`src/rtl/bq_pkg.sv`:
```
// ----------------------------------------------------------------------------
// bq_pkg
// Shared types and constants for the direct form I biquad filter.
// ----------------------------------------------------------------------------
package bq_pkg;

	localparam int SAMPLE_W       = 16;
	localparam int OUT_W          = 24;
	localparam int COEF_W         = 18;
	localparam int COEF_FRAC_DEF  = 16;
	localparam int PROD_FF_W      = COEF_W + SAMPLE_W;
	localparam int PROD_FB_W      = COEF_W + OUT_W;

	// five products plus rounding need three growth bits; wraps at 64 like a
	// 64-bit machine word
	localparam int ACC_NEED = ((SAMPLE_W > OUT_W) ? SAMPLE_W : OUT_W) + COEF_W + 3;
	localparam int ACC_W    = (ACC_NEED > 64) ? 64 : ACC_NEED;

	localparam logic signed [ACC_W-1:0] Y_HI = ACC_W'((65'sd1 <<< (OUT_W - 1)) - 65'sd1);
	localparam logic signed [ACC_W-1:0] Y_LO = -Y_HI - ACC_W'(1);

	// configuration register indexes
	localparam int REG_COUNT = 5;
	localparam int CFG_IDX_W = 3;
	localparam logic [CFG_IDX_W-1:0] REG_A1 = 3'd0;
	localparam logic [CFG_IDX_W-1:0] REG_A2 = 3'd1;
	localparam logic [CFG_IDX_W-1:0] REG_B0 = 3'd2;
	localparam logic [CFG_IDX_W-1:0] REG_B1 = 3'd3;
	localparam logic [CFG_IDX_W-1:0] REG_B2 = 3'd4;

	typedef struct packed {
		logic signed [SAMPLE_W-1:0] sample;
		logic                       pulse_start;
	} in_item_t;

	typedef struct packed {
		logic signed [OUT_W-1:0] filtered;
		logic                    saturated;
	} out_item_t;

	// feedforward sum handed to the feedback cell
	typedef struct packed {
		logic                    valid;
		logic                    pulse;
		logic signed [ACC_W-1:0] ff;
	} ff_stage_t;

endpackage

```
`src/rtl/bq_fb.sv`:
```
// ----------------------------------------------------------------------------
// bq_fb
// Feedback cell: output history, recursive sum, rounding shift, saturation
// and the result register.
// ----------------------------------------------------------------------------
module bq_fb #(
	parameter int COEF_FRAC_BITS = bq_pkg::COEF_FRAC_DEF
) (
	input  logic                             clk,
	input  logic                             arst_n,
	input  bq_pkg::ff_stage_t                req,
	output logic                             ready,
	input  logic signed [bq_pkg::COEF_W-1:0] coef_a1,
	input  logic signed [bq_pkg::COEF_W-1:0] coef_a2,
	output logic                             res_valid,
	input  logic                             res_stall,
	output bq_pkg::out_item_t                res_data
);
	import bq_pkg::*;

	logic signed [OUT_W-1:0]     y1_q;
	logic signed [OUT_W-1:0]     y2_q;
	logic signed [OUT_W-1:0]     y1_eff;
	logic signed [OUT_W-1:0]     y2_eff;
	logic signed [PROD_FB_W-1:0] p1;
	logic signed [PROD_FB_W-1:0] p2;
	logic signed [ACC_W-1:0]     acc;
	logic signed [ACC_W-1:0]     shifted;
	logic signed [OUT_W-1:0]     y;
	logic                        sat;
	logic                        fire;
	logic                        res_valid_q;
	out_item_t                   res_q;

	assign ready = !res_valid_q || !res_stall;
	assign fire  = req.valid && ready;

	assign y1_eff = req.pulse ? '0 : y1_q;
	assign y2_eff = req.pulse ? '0 : y2_q;
	assign p1     = coef_a1 * y1_eff;
	assign p2     = coef_a2 * y2_eff;
	assign acc    = req.ff + ACC_W'(p1) + ACC_W'(p2);
	assign shifted = acc >>> COEF_FRAC_BITS;

	always_comb begin
		priority if (shifted > Y_HI) begin
			y   = Y_HI[OUT_W-1:0];
			sat = 1'b1;
		end else if (shifted < Y_LO) begin
			y   = Y_LO[OUT_W-1:0];
			sat = 1'b1;
		end else begin
			y   = shifted[OUT_W-1:0];
			sat = 1'b0;
		end
	end

	always_ff @(posedge clk or negedge arst_n) begin
		if (!arst_n) begin
			y1_q        <= '0;
			y2_q        <= '0;
			res_valid_q <= 1'b0;
		end else begin
			if (fire) begin
				y1_q        <= y;
				y2_q        <= y1_eff;
				res_valid_q <= 1'b1;
			end else if (!res_stall) begin
				res_valid_q <= 1'b0;
			end
		end
	end

	always_ff @(posedge clk) begin
		if (fire) begin
			res_q.filtered  <= y;
			res_q.saturated <= sat;
		end
	end

	assign res_valid = res_valid_q;
	assign res_data  = res_q;

endmodule

```
`config.mk`:
```
export PLATFORM = sky130hd
export DESIGN_NAME = bq_fb
export DESIGN_NICKNAME = d
export VERILOG_FILES = /design/src/rtl/bq_pkg.sv /design/src/rtl/bq_fb.sv
export SDC_FILE = /design/constraint.sdc
export NUM_CORES = 2
export LEC_CHECK = 0
export ABC_AREA = 1
export BUFFER_PORTS_ARGS = -buffer_cell sky130_fd_sc_hd__buf_2
export CAP_MARGIN = 20
export CORE_ASPECT_RATIO = 2
export CORE_MARGIN = 1.5
export CORE_UTILIZATION = 67
export CTS_CLUSTER_DIAMETER = 100
export DETAILED_ROUTE_END_ITERATION = 6
export GPL_ROUTABILITY_DRIVEN = 1
export PLACE_DENSITY = 0.86
export SETUP_SLACK_MARGIN = 0.2
export SLEW_MARGIN = 20
export SYNTH_ARGS = -nofsm -noshare
export SYNTH_HDL_FRONTEND = slang
export SYNTH_SLANG_ARGS = --single-unit
```
`constraint.sdc`:
```
create_clock -name clk -period 11 [get_ports clk]
set_input_delay 2.75 -clock clk [delete_from_list [all_inputs] [get_ports clk]]
set_output_delay 2.75 -clock clk [all_outputs]
set_load 0.01 [all_outputs]
```
Yosys cells after proc, flatten, opt, wreduce, memory -nomap -nowiden

Index checks and enable logic that the tools add are counted.

Register bits after elaboration: 74
Input port bits: 86
Logic and storage cells: 23

Add/subtract/negate cells: 2
Multipliers: 2
Order comparisons: 2
Equal/unequal tests: 1
Mux-type cells: 7
Reduce and logical (&&, ||, !) cells: 4

Operator list:

| operator                                                        | count |
|---|---|
| 2-to-1 mux 24 bit                                               | 4 |
| adder 45 x 42 -> 45 bit                                         | 2 |
| multiplier 18 x 24 -> 42 bit                                    | 2 |
| greater-than comparator 29 x 24 -> 1 bit, second input constant | 1 |
| < comparator 29 x 24 -> 1 bit, second input constant            | 1 |
| 2-to-1 mux 1 bit                                                | 3 |
| zero test 1 bit                                                 | 2 |
| inequality test 2 x 1 -> 1 bit, second input constant           | 1 |
| logical AND 1 bit                                               | 1 |
| logical OR 1 bit                                                | 1 |

Longest topological paths before layout

Depth after elaboration: 7
Depth in mapped cells: 42

Worst setup path before layout

No wires, ideal clock.

Path type: input to register
Start point: input req[45] (netlist bit)
End point: register res_q (netlist bit res_data[14]) (data pin)
Arrival: 9.904 ns
Data required time: 10.744 ns
Path slack: 0.840 ns
Cell stages on the path: 36
Buffers on the path: 2
Cell sequence: nor2_1 inv_1 clkbuf_1 nor2_1 inv_1 fa_1 inv_1 fa_1 inv_1 fa_1 inv_1 fa_1 inv_1 fa_1 fa_1 inv_1 fa_1 inv_1 fa_1 inv_1 ha_1 nand2_2 nor2_1 inv_1 nor2_1 nand2_1 nor2_1 nand2_1 inv_1 nor2_1 nand2_1 nand2_1 o21bai_4 buf_6 nand2_1 nand2_2

Cells in the longest elaborated chain, start to end: 7

Ends and longest elaborated chain:

| what                          | line        | RTL |
|---|---|---|
| from (decl)                   | bq_fb.sv:11 | `input bq_pkg::ff_stage_t req,` |
| 2-to-1 mux 24 bit             | bq_fb.sv:38 | `assign y1_eff = req.pulse ? '0 : y1_q;` |
| multiplier 18 x 24 -> 42 bit  | bq_fb.sv:40 | `assign p1 = coef_a1 * y1_eff;` |
| adder 45 x 42 -> 45 bit       | bq_fb.sv:42 | `assign acc = req.ff + ACC_W'(p1) + ACC_W'(p2);` |
| adder 45 x 42 -> 45 bit *     | bq_fb.sv:42 |  |
| < comparator 29 x 24 -> 1 bit | bq_fb.sv:49 | `end else if (shifted < Y_LO) begin` |
| 2-to-1 mux 24 bit             | bq_fb.sv:49 |  |
| 2-to-1 mux 24 bit *           | bq_fb.sv:46 | `priority if (shifted > Y_HI) begin` |
| via y[13]                     | bq_fb.sv:29 | `logic signed [OUT_W-1:0] y;` |
| to (decl)                     | bq_fb.sv:33 | `out_item_t res_q;` |

The timed path passes the listed nets; every way through them passes the cells marked *.
A chain may end at the register's enable or synchronous reset.

Worst setup path after layout

Start point: input req[45] (netlist bit)
End point: register y1_q[11]

Cells in the longest elaborated chain, start to end: 7

Ends and longest elaborated chain:

| what                          | line        | RTL |
|---|---|---|
| 2-to-1 mux 24 bit             | bq_fb.sv:38 |  |
| multiplier 18 x 24 -> 42 bit  | bq_fb.sv:40 |  |
| adder 45 x 42 -> 45 bit       | bq_fb.sv:42 |  |
| adder 45 x 42 -> 45 bit *     | bq_fb.sv:42 |  |
| < comparator 29 x 24 -> 1 bit | bq_fb.sv:49 |  |
| 2-to-1 mux 24 bit             | bq_fb.sv:49 |  |
| 2-to-1 mux 24 bit *           | bq_fb.sv:46 |  |
| via y[11]                     | bq_fb.sv:29 |  |
| to (signal assigned)          | bq_fb.sv:65 | `y1_q <= y;` |
| to (decl)                     | bq_fb.sv:21 | `logic signed [OUT_W-1:0] y1_q;` |

Marked as above.

==> reports/qor.csv <==
metric,value,unit
footprint of the flip-flops and latches,0.00198,mm2
portion of the post-synthesis area used by sequential elements,5.57,%
summed negative setup slack over all endpoints,0,ps
Finish-stage setup viols,0,
total of hold buffers inserted after clock tree synthesis,0,
portion of synthesized cell area occupied by the leading cell type,55.9,%
die boundary height,328,um
routability cong.,1.12,
Iter 0 DRT Violations,3768,
row count,119,
violated checks,design-rule violations,
Final Worst Setup Slack,187,ps
transition time of the tightest slew-check pin,910,ps
top_reg_cell synth,sky130_fd_sc_hd__dfrtp_1,
area of the core,0.0524,mm2
max_cap viols,0,
number of synthesized flops with an enable pin,25,
number of sinks handled by clock tree synthesis,74,
most frequent cell after synthesis,sky130_fd_sc_hd__inv_1,
count of nets left with antenna violations after detail routing,0,
Clock Pin Slew Worst Setup and Hold Paths,60,ps
highest clock frequency the design can meet,0.0925,GHz
startpoint kind of the worst setup timing path,primary input,
Mapped Cells,4154,
CP Max Fanout,8,
Final Skew,13.2,ps
average size of a mapped cell,8.54,um2
antenna violations before repair,10,
area growth from synthesis to layout,9.38,%
Post-route DRC,10,
top-level I/O count,113,
"Hold Vio Cnt, Final",0,
post-synthesis instance area,0.0355,mm2
share of post-route cells with drive strength above 1,10.5,%
WL/cell,27.4,um
Global Route Usage Sum,54.3,%
endpoint class of the critical path,flip-flop,
slowest CP cell,sky130_fd_sc_hd__fa_2,
average via count per standard cell,6.06,
share of flip-flops with an asynchronous set or reset,66.2,%
CP peak stage delay,660,ps
net count reported at finish,5614,
WP data arrival,11060,ps
IO buf count,112,
"reg-to-reg slack, setup",2610,ps
startpoint of the worst register-to-register path,y1_q[23]$_DFFE_PN0P_,
count of filler cells inserted in the layout,3912,
start-to-end type of the worst setup path,in2reg,
leading cell types by count after synthesis,"1194 x sky130_fd_sc_hd__inv_1, 991 x sky130_fd_sc_hd__fa_1, 914 x sky130_fd_sc_hd__nand2_1, 464 x sky130_fd_sc_hd__nor2_1, 175 x sky130_fd_sc_hd__ha_1",
post-synthesis cell type count,38,
routing usage on met2,84.2,%
TritonCTS clock tree,built,
die area,0.0544,mm2
Syn. warnings,0,
global-route wire length before repair,208000,um
clock tree root buffer cell,sky130_fd_sc_hd__clkbuf_16,
H-tree depth,3,
detailed placement HPWL,111000,um
cell area after placement,0.0376,mm2
number of iterations in the first detailed-routing pass,7,
smallest hold slack,490,ps
worst setup timing slack at the placement stage,-52.2,ps
Tmin final,10810,ps
cell types occupying the most area after synthesis,"sky130_fd_sc_hd__fa_1 56%, sky130_fd_sc_hd__inv_1 13%, sky130_fd_sc_hd__nand2_1 9.7%",
Pins Over Slew Limit,0,
met1 demand-to-capacity share in global routing,49.5,%
vias,30600,
footprint of the multi-input gates,0.0288,mm2
cts bufs inserted,9,
Hold Path Class,reg2reg,
number of storage elements in the synthesis netlist,74,
launching element of the worst setup path,req[45],
synthesized netlist net count,5406,
Worst Hold Launch,y1_q[1]$_DFFE_PN0P_,
routed wire length,138000,um
pin count of the biggest net entering global routing,76,
Final Cell Area,0.0388,mm2
sum of overflow across all layers after global routing,0,
Chip Width,166,um
largest buffer count on any clock path,2,
number of global-route vias before repair,34100,
library cell occupying the most area in the post-synthesis netlist,sky130_fd_sc_hd__fa_1,
Initial Utilization,67.7,%
clock latency of the later-clocked register in the worst-skew pair,370,ps
layer with the highest usage after global routing,met2,
required time of the critical path,11250,ps
result of the run,finished with violations,
met3 usage,21.7,%
share of the cycle needed by the critical path after routing,98.3,%
relative slew slack,39.0,%
-- timing repair --
| action | CTS | global route |
|---|---|---|
| setup endpoints to repair | 0 | 47 |
| resized for setup | 0 | 129 |
| buffers inserted | 0 | 44 |
-- kinds of logic (layout without fill, tap and decap cells) --
| logic type | Yosys count | count (layout) | share of synthesized area [%] |
|---|---|---|---|
| xor gates and xnor gates | 36 | 36 | 0.889 |
| and+or+nand+nor | 1442 | 1442 | 15.7 |
| DFF | 74 | 74 | 5.57 |
| buffers and inverters | 1343 | 1556 | 14.3 |
| adders and majority gates | 1166 | 1166 | 62.1 |
| AOI/OAI and AO/OA | 93 | 93 | 1.45 |
| other | 0 | 8 | 0 |
-- cell type report --
type	count	share of cell area (%)
diodes	8	0.0516
well taps	665	2.14
clock buffers	9	0.580
inverters	1226	12.1
clock inverters	7	0.255
repair inverters	3	0.0580
repair buffers	311	5.65
flip-flops and latches	74	5.10
multi-input cells	2737	74.1
-- cell usage in the layout (no fill, tap or decap), types with 25 or more instances in the layout --
cell and count:
sky130_fd_sc_hd__buf_4 180, sky130_fd_sc_hd__o21ai_0 38, sky130_fd_sc_hd__nand2_1 896, sky130_fd_sc_hd__dfrtp_1 49, sky130_fd_sc_hd__fa_1 973, sky130_fd_sc_hd__buf_2 112, sky130_fd_sc_hd__nor2_1 449, sky130_fd_sc_hd__ha_1 159
sky130_fd_sc_hd__edfxtp_1 25, sky130_fd_sc_hd__nand2_2 31, sky130_fd_sc_hd__a21oi_1 33, sky130_fd_sc_hd__inv_1 1177
-- worst max-delay path, delay by kind of cell --
family | cells | cell delay, ps
buf+inv | 13 | 1660
simple gates | 15 | 1870
fa+ha+maj | 9 | 4750
-- per-stage QoR --
stage	std cells	utilization, %
6_report	5040	74.0
3_5_place_dp	4966	71.7
5_1_grt	5035	74.0
2_1_floorplan	4154	-
4_1_cts	4982	72.3
3_3_place_gp	4966	71.7
-- per-layer routing --
metal | vias up | wire length, um
met1 | 14800 | 34600
met3 | 1285 | 15600
met2 | 2522 | 64200
met5 | - | 70
met4 | 4 | 23400
li1 | 11900 | -
-- path summary, 6_finish.rpt --
check / cells after the start / to
max: 37 / y1_q[11]$_DFFE_PN0P_
min: 2 / y1_q[1]$_DFFE_PN0P_
max reg2reg: 32 / y1_q[11]$_DFFE_PN0P_
min reg2reg: 2 / y1_q[1]$_DFFE_PN0P_
max in group asynchronous: 2 / y2_q[9]$_DFFE_PN0P_
min in group asynchronous: 2 / y1_q[8]$_DFFE_PN0P_
-- flip-flops by register name, summed over array words and instances, names as in the netlist --
signal     cells
y1_q          24
res_data      25
y2_q          24
res_valid      1
Power is left out: the tool's default activity adds up to more than one toggle a clock period on the data nets, which glitch-free logic cannot reach.
