$ cat src/rtl/bq_pkg.sv
// ----------------------------------------------------------------------------
// bq_pkg
// Shared types and constants for the direct form I biquad filter.
// ----------------------------------------------------------------------------
package bq_pkg;

	localparam int SAMPLE_W       = 16;
	localparam int OUT_W          = 24;
	localparam int COEF_W         = 18;
	localparam int COEF_FRAC_DEF  = 16;
	localparam int PROD_FF_W      = COEF_W + SAMPLE_W;
	localparam int PROD_FB_W      = COEF_W + OUT_W;

	// five products plus rounding need three growth bits; wraps at 64 like a
	// 64-bit machine word
	localparam int ACC_NEED = ((SAMPLE_W > OUT_W) ? SAMPLE_W : OUT_W) + COEF_W + 3;
	localparam int ACC_W    = (ACC_NEED > 64) ? 64 : ACC_NEED;

	localparam logic signed [ACC_W-1:0] Y_HI = ACC_W'((65'sd1 <<< (OUT_W - 1)) - 65'sd1);
	localparam logic signed [ACC_W-1:0] Y_LO = -Y_HI - ACC_W'(1);

	// configuration register indexes
	localparam int REG_COUNT = 5;
	localparam int CFG_IDX_W = 3;
	localparam logic [CFG_IDX_W-1:0] REG_A1 = 3'd0;
	localparam logic [CFG_IDX_W-1:0] REG_A2 = 3'd1;
	localparam logic [CFG_IDX_W-1:0] REG_B0 = 3'd2;
	localparam logic [CFG_IDX_W-1:0] REG_B1 = 3'd3;
	localparam logic [CFG_IDX_W-1:0] REG_B2 = 3'd4;

	typedef struct packed {
		logic signed [SAMPLE_W-1:0] sample;
		logic                       pulse_start;
	} in_item_t;

	typedef struct packed {
		logic signed [OUT_W-1:0] filtered;
		logic                    saturated;
	} out_item_t;

	// feedforward sum handed to the feedback cell
	typedef struct packed {
		logic                    valid;
		logic                    pulse;
		logic signed [ACC_W-1:0] ff;
	} ff_stage_t;

endpackage

$ cat src/rtl/bq_tap.sv
// ----------------------------------------------------------------------------
// bq_tap
// Feedforward cell: one sample delay and one registered coefficient product.
// ----------------------------------------------------------------------------
module bq_tap (
	input  logic                                clk,
	input  logic                                arst_n,
	input  logic                                en,
	input  logic                                clr,
	input  logic signed [bq_pkg::SAMPLE_W-1:0]  din,
	input  logic signed [bq_pkg::COEF_W-1:0]    coef,
	output logic signed [bq_pkg::SAMPLE_W-1:0]  dly,
	output logic signed [bq_pkg::PROD_FF_W-1:0] prod_s1
);
	import bq_pkg::*;

	logic signed [SAMPLE_W-1:0]  din_eff;
	logic signed [PROD_FF_W-1:0] prod;
	logic signed [SAMPLE_W-1:0]  dly_q;

	// history is zeroed at the first item of a pulse
	assign din_eff = clr ? '0 : din;
	assign prod    = coef * din_eff;
	assign dly     = dly_q;

	always_ff @(posedge clk or negedge arst_n) begin
		if (!arst_n) begin
			dly_q <= '0;
		end else if (en) begin
			dly_q <= din_eff;
		end
	end

	always_ff @(posedge clk) begin
		if (en) begin
			prod_s1 <= prod;
		end
	end

endmodule

$ cat config.mk
export PLATFORM = sky130hd
export DESIGN_NAME = bq_tap
export DESIGN_NICKNAME = d
export VERILOG_FILES = /design/src/rtl/bq_pkg.sv /design/src/rtl/bq_tap.sv
export SDC_FILE = /design/constraint.sdc
export NUM_CORES = 1
export LEC_CHECK = 0
export ABC_AREA = 1
export BUFFER_PORTS_ARGS = -buffer_cell sky130_fd_sc_hd__buf_4
export CORE_ASPECT_RATIO = 1.2
export CORE_MARGIN = 2
export CORE_UTILIZATION = 55
export DETAILED_ROUTE_END_ITERATION = 12
export GPL_TIMING_DRIVEN = 0
export PLACE_DENSITY = 0.74
export SLEW_MARGIN = 5
export SYNTH_ARGS = -nofsm -noshare
export SYNTH_HDL_FRONTEND = slang
export SYNTH_SLANG_ARGS = --single-unit
export TNS_END_PERCENT = 20
$ cat constraint.sdc
create_clock -name clk -period 0.8 [get_ports clk]
set_input_delay 0.04 -clock clk [delete_from_list [all_inputs] [get_ports clk]]
set_output_delay 0.04 -clock clk [all_outputs]
set_load 0.02 [all_outputs]
Word level (Yosys, flattened, before mapping)
Cells that the tools add are included.
{ "classes": {"mux": 1, "mul": 1} }
{ "ops": {"columns": ["operator", "count"], "rows": [
  ["$mul A18 B16 Y34", 1],
  ["$mux W16", 1]
]} }
{ "word_totals": {"elab_cells": 4, "output_inout_bits": 50, "inputBits": 38, "register_bits": 50} }

Depth between registers and ports, before layout
Gate-level depths: netlist (run 1).
{ "logic_depth": {"ltp_word": 2, "mapped_depth": 30, "depth_no_buf": 28} }

Least setup slack after synthesis (run 1)
Ideal clock, no wire load.
{ "synth_path": {"path_type": "input port to flip-flop", "start": "in clr", "end": "reg prod_s1[31] in the netlist's numbering (data pin)", "n_path_buf": 1, "path_slack_ns": -4.686, "t_arrival_ns": 5.234, "required_ns": 0.548, "setup_time_ns": 0.252, "cell_stages": 22, "path_cell_list": "clkinv_1 buf_2 nand2_2 nor2_1 fa_1 fa_1 inv_1 fa_1 inv_1 fa_1 fa_1 inv_1 fa_1 inv_1 ha_1 nand2_1 nor2_1 nand2_1 nor4_1 nand2_1 nand3_1 nand2_1"} }
{ "synth_via": {"elab_chain_cells": 2} }
{ "synth_lines": {"columns": ["element", "line", "text"], "rows": [
  ["start, declared", "bq_tap.sv:9", "input logic clr,"],
  ["$mux W16", "bq_tap.sv:22", "assign din_eff = clr ? '0 : din;"],
  ["$mul A18 B16 Y34", "bq_tap.sv:23", "assign prod = coef * din_eff;"],
  ["net prod[31]", "bq_tap.sv:18", "logic signed [PROD_FF_W-1:0] prod;"],
  ["end signal, assigned", "bq_tap.sv:36", "prod_s1 <= prod;"],
  ["end, declared", "bq_tap.sv:13", "output logic signed [bq_pkg::PROD_FF_W-1:0] prod_s1"]
]} }
The timed path passes the listed nets, and every way through them passes these cells.
A chain may end at the register's enable or synchronous reset.

Worst setup path after layout (run 1)
{ "layout_path": {"start": "in clr", "end": "reg prod_s1[30] in the netlist's numbering (data pin)"} }
Same word-level chain as after synthesis.

==> results of run 1 <==
==> worst register-to-register path: cells and delay by family, from the launching register on <==
family | cells | cell delay [ns]
compound gates | 1 | 0.14
flops | 1 | 0.43
simple gates | 1 | 0.10
==> what timing repair did <==
item	4_1_cts	5_1_grt
pin swaps	78	61
hold buffers	1	0
cloned	3	0
hold endpoints to repair	16	0
buffers inserted	52	12
gates resized for setup	343	106
setup endpoints to repair	99	99
==> metal layers <==
layer | up-vias | wire, microns | share of wire (%)
met5 | - | 0 | 0
met4 | 0 | 2510 | 6.4
met3 | 140 | 2490 | 6.4
met2 | 490 | 20400 | 52
met1 | 5613 | 13600 | 35
li1 | 4944 | - | -
==> metrics by stage <==
stage | instances | setup WS, ns | instance area (sq um)
finish | 2082 | -4.32 | 16800
global route | 2082 | -4.53 | 16800
CTS | 2070 | -4.25 | 16300
detailed placement | 2006 | -5.06 | 14400
global placement | 2006 | -5.05 | 14400
floorplan | 1613 | -4.20 | 13500
==> worst paths after layout <==
kind	depth (start not counted)	end	start	slack (ns)
worst max-delay path	27	prod_s1[30]$_DFFE_PP_	clr	-4.32
worst min-delay path	1	prod_s1[5]$_DFFE_PP_	en	0.08
worst max register to register	2	dly[1]$_DFFE_PN0P_	dly[1]$_DFFE_PN0P_	-0.03
worst min register to register	2	dly[0]$_DFFE_PN0P_	dly[0]$_DFFE_PN0P_	0.51
max in group asynchronous	2	dly[0]$_DFFE_PN0P_	arst_n	0.45
min in group asynchronous	2	dly[5]$_DFFE_PN0P_	arst_n	0.17
==> cell families after synthesis <==
logic type	Yosys count	synth area share [%]
buf+inv	486	14.0
simple gates	625	19.1
xor+xnor	18	1.20
flops	50	10.8
fa+ha+maj	376	52.5
compound gates	58	2.39
==> flip-flops by register name, indices dropped and copies added, names as in the netlist <==
name     flops
prod_s1     34
dly         16
==> Yosys cell counts (all sizes together) <==
master,instances,area share (%)
nand2,378,11
nand3,38,1.5
xor2,17,1.1
nor3,8,0.38
nand4,10,0.48
xnor2,1,0.067
nand3b,2,0.11
dfrtp,16,3.1
o21ai,22,0.84
clkbuf,27,0.77
a21o,2,0.12
ha,86,8.2
nor2,184,5.4
fa,290,44
buf,9,0.34
clkinv,3,0.086
nor4,1,0.048
and2,4,0.19
a21oi,27,1.0
inv,447,13
o21bai,7,0.40
edfxtp,34,7.8
==> final cells by class <==
class | count | area, sq um
Buffer | 36 | 377
Multi-Input combinational cell | 1077 | 11300
Clock inverter | 3 | 42.5
Timing Repair inverter | 1 | 16.3
Timing Repair Buffer | 145 | 1360
Tap cell | 315 | 394
Inverter | 450 | 1790
Clock buffer | 5 | 125
Fill cell | 1756 | 6470
Sequential cell | 50 | 1420
==> flow_summary.toml, run 1 <==
[status]
status = "complete, but fails checks"
violations = "negative setup slack"

[global_route]
gr-usage-met3_pct = 4.99
grt_antenna_before_repair = 0
grt_use_met2_pct = 57.2
grt.total_usage_pct = 31.8
busiest_layer = "met2"
grt_pass1_wl_mm = 61.2
grt_pass1_vias = 11954
grt_util_met1_pct = 36.4
overflow = 0
grt_max_degree = 36

[cts]
htreeDepth = 2
cts_made_buffers = 5
clkTransAtPathRegs_ns = 0.07
ctsRootBufferMaster = "clkbuf_16"
cts_sinks = 50
cts_tree = "done"
cts.path.max_buffers = 2
clkLatencyLatePin_ns = 0.29

[routing]
vias = 11187
drt_first_pass_iters = 5
drt_iter0_markers = 756
finalWirelength_mm = 39.0
vias_per_cell = 5.37
ant_nets = 0
drc = 0
wire_per_inst_microns = 18.7

[timing]
setup_viol = 84
period_minus_slack_ns = 5.12
fin_crit_sh_pct = 640
clock_skew_ns = 0
timing.fmax_mhz = 195
worstMarginPinSlew_ns = 0.410
hold_viol_final = 0
tns_ns = -122.74
slew_viol_final = 0
hold_ws_ns = 0.0799
rsz0062_at_grt = "true"
relSlewSlack_pct = 72.7
layout_setup_ws_ns = -4.32

[floorplan]
die_x_microns = 145
die-area_sq_mm = 0.0251
io_pins = 88
die_y_microns = 173
fp-row-count = 61
core_sq_mm = 0.0233
start_util_pct = 56.3

[setup_path]
slowest_delay_ns = 0.61
cp-start-kind = "input pin"
path_delay_family = "adder cells"
crit_top_cell = "fa_1"
endpoint_kind = "register"
cp_slowest_cell = "fa_2"
crit_required_ns = 0.86
path_max_fanout = 5
critPathArrivalTime_ns = 5.18
critical_path_class = "in2reg"
crit_buf_inv = 10

[final_layout]
syn2layout_area_growth_pct = 28.2
drive_above_1_share_pct = 27.1
final_util_pct = 72.2
final_nets = 2180
diodes = 0
final_common_cell = "inv_1"
most-common-layout-cells = "inv_1 (396), nand2_1 (289), fa_1 (267)"

[yosys]
ys_ff_latch = 50
syn_avg_cell_area_sq_um = 8.13
seq_area_frac_synth_pct = 10.8
yosys_warnings = 0
syn_area_sq_mm = 0.0131
syn_nets = 2027
synthCells = 1613
synth_cell_types = 29

[hold_path]
hp-class = "in2reg"

[placed_design]
portBuffers = 78
gp_congestion = 0.980
post-dp-hpwl_mm = 30.9

[flow_run]
cap_violations = 0
Power of run 1 is not shown: default switching activity piles up to over one toggle a cycle in this logic, so the estimate is an artifact.
==> run 2: changes to the inputs <==
- ABC_AREA: 1 -> default
==> flow_summary.toml, run 2 <==
[status]
status = "complete, but fails checks"
violations = "negative setup slack"

[timing]
relSlewSlack_pct = 66.0
period_minus_slack_ns = 5.65
fin_crit_sh_pct = 706
worstMarginPinSlew_ns = 0.509
rsz0062_at_grt = "true"
timing.fmax_mhz = 177
tns_ns = -132.41
slew_viol_final = 0
setup_viol = 88
hold_viol_final = 0
layout_setup_ws_ns = -4.85
clock_skew_ns = 0

[global_route]
overflow = 0
grt_pass1_vias = 10944
grt.total_usage_pct = 30.9
grt_pass1_wl_mm = 56.5
grt_antenna_before_repair = 1
grt_max_degree = 36

[yosys]
syn_nets = 1757
synth_cell_types = 56
syn_area_sq_mm = 0.0128
synthFlopType = "edfxtp_1"
synth.most_common_cell = "inv_1"
synth_top_cell_area_share_pct = 45.2
synth_top_area_cell = "fa_1"
ys_top_cells_by_count = "inv_1 (345), fa_1 (290), nand2_1 (156)"
yosys-top-cells-area = "fa_1 (45%), inv_1 (10%), ha_1 (8.4%)"
ys_ff_latch = 50
synthCells = 1343
yosys_warnings = 0
seq_area_frac_synth_pct = 11.1
synth_enable_flop_cells = 34
synthArstFlopShare_pct = 32.0
syn_avg_cell_area_sq_um = 9.56

[placed_design]
post-dp-hpwl_mm = 27.4
gp_congestion = 0.936
post_dp_cell_area_sq_mm = 0.0143
portBuffers = 87

[routing]
drc = 0
finalWirelength_mm = 36.0
wire_per_inst_microns = 19.7
drt_first_pass_iters = 5
vias_per_cell = 5.46
ant_nets = 0
drt_iter0_markers = 577
vias = 9960

[final_layout]
final_common_cell = "inv_1"
syn2layout_area_growth_pct = 26.8
design_area_sq_mm = 0.0163
diodes = 0
regArea_sq_mm = 0.00142
fillers = 1689
drive_above_1_share_pct = 26.5
final_nets = 1922
multiInputGateArea_sq_mm = 0.0109
largest_register_ffs = 34
most-common-layout-cells = "inv_1 (329), fa_1 (267), nand2_1 (143)"
top_register = "prod_s1"

[cts]
ctsRootBufferMaster = "clkbuf_16"
cts_tree = "done"
clkLatencyLatePin_ns = 0.29
cts.path.max_buffers = 2
cts_made_buffers = 5
cts_sinks = 50
htreeDepth = 2
clkTransAtPathRegs_ns = 0.07

[floorplan]
fp-row-count = 61
io_pins = 88
die_x_microns = 143
start_util_pct = 55.7
die_y_microns = 171
core_sq_mm = 0.0230
die-area_sq_mm = 0.0246

[setup_path]
crit_required_ns = 0.85
critPathArrivalTime_ns = 5.70
path_max_fanout = 8
endpoint_kind = "register"
ff2ff_setup_slack_ns = 0.02
critical_path_class = "in2reg"
cp-start-kind = "input pin"

[hold_path]
hp-class = "in2reg"

[power]
vdd_drop_max_mv = 5.80
p_per_area_mw_per_mm2 = 4160
leakagePower_nw = 7.91

[flow_run]
cap_violations = 0
run 2: cell types whose count changed in the layout (fill, tap and decap cells not counted), moves of 15 or more:
| cell | before | now |
|---|---|---|
| inv_2 | 33 | 16 |
| and2_1 | 2 | 118 |
| nand2_1 | 289 | 143 |
| nor2_4 | 23 | 2 |
| nand2_2 | 53 | 12 |
| nor2_2 | 25 | 3 |
| inv_1 | 396 | 329 |
| mux2_2 | 0 | 15 |
| nor2_1 | 136 | 23 |
| nand3_1 | 20 | 5 |
| xnor2_1 | 1 | 22 |
| a21o_1 | 1 | 17 |
| nand2_4 | 27 | 1 |
run 2: cell type report:
class / instances / area share, %
multi-input combinational: 894 / 66.8
timing repair buffer: 163 / 9.73
sequential: 50 / 8.73
inverter: 345 / 7.95
buffer: 49 / 3.51
tap: 315 / 2.42
clock buffer: 5 / 0.768
clock inverter: 3 / 0.131
run 2: critical path: stages:
cell	delay [ns]
buf_16	0.13
clkbuf_16	0.17
nand2b_4	0.15
clkbuf_16	0.15
or2_4	0.22
fa_1	0.45
fa_1	0.53
inv_2	0.05
fa_1	0.56
fa_1	0.44
fa_1	0.49
inv_1	0.05
fa_2	0.57
inv_2	0.06
ha_4	0.21
a21o_1	0.17
a21o_1	0.18
a2111oi_4	0.35
nor3_4	0.10
a311oi_4	0.34
o41ai_2	0.14
xnor2_1	0.13
run 2: path summary, 6_finish.rpt:
check / start / end / depth (start not counted)
setup / recovery: clr / prod_s1[26]$_DFFE_PP_ / 22
hold / removal: en / prod_s1[6]$_DFFE_PP_ / 1
setup reg to reg: dly[3]$_DFFE_PN0P_ / dly[3]$_DFFE_PN0P_ / 1
hold reg to reg: dly[0]$_DFFE_PN0P_ / dly[0]$_DFFE_PN0P_ / 1
max in group asynchronous: arst_n / dly[3]$_DFFE_PN0P_ / 2
min in group asynchronous: arst_n / dly[6]$_DFFE_PN0P_ / 2
run 2: power breakdown:
part	leakage (nW)	internal, mW	switching, mW
Sequential	0.538	5.24	0.416
Clock	0.0714	1.16	0.968
Combinational	7.30	28.2	31.7
Total	7.91	34.6	33.1
run 2: what timing repair did:
action,4_1_cts,5_1_grt
endpoints found under the setup margin,100,94
resized for setup,214,77
pin swaps,65,37
hold buffers,1,0
setup buffers,59,14
gates cloned,2,1
hold endpoints to repair,16,0
run 2: logic make-up (layout without fill, tap and decap cells):
family / Yosys count / count (layout) / synth area share [%]
mux: 17 / 17 / 1.47
compound gates: 106 / 106 / 5.98
buf+inv: 399 / 565 / 11.7
fa+ha+maj: 376 / 376 / 53.6
simple gates: 364 / 364 / 14.1
xor+xnor: 31 / 31 / 2.11
flops: 50 / 50 / 11.1
run 2: metrics by stage:
step                      utilization [%]  std cells  worst slack [ns]  hold slack, ns  power (mW)
after floorplan                         -       1343             -4.67          -0.256        42.7
after detailed placement             62.2       1745             -5.86         -0.0944        52.1
after global placement               62.2       1745             -5.86         -0.0969        51.3
after CTS                            69.0       1811             -4.81          0.0769        62.8
after global routing                 70.7       1824             -5.01          0.0818        72.8
final                                70.7       1824             -4.85          0.0745        67.7
run 2: layer usage:
metal	part of all wire (%)	track usage (%)	up-vias	wire, microns
met5	0.044	0	-	16
met4	7.9	20.7	2	2840
met3	6.6	4.62	152	2380
met2	52	54.3	425	18600
met1	34	34.5	5074	12100
li1	-	-	4307	-
Power figures use the tool's default switching activity.
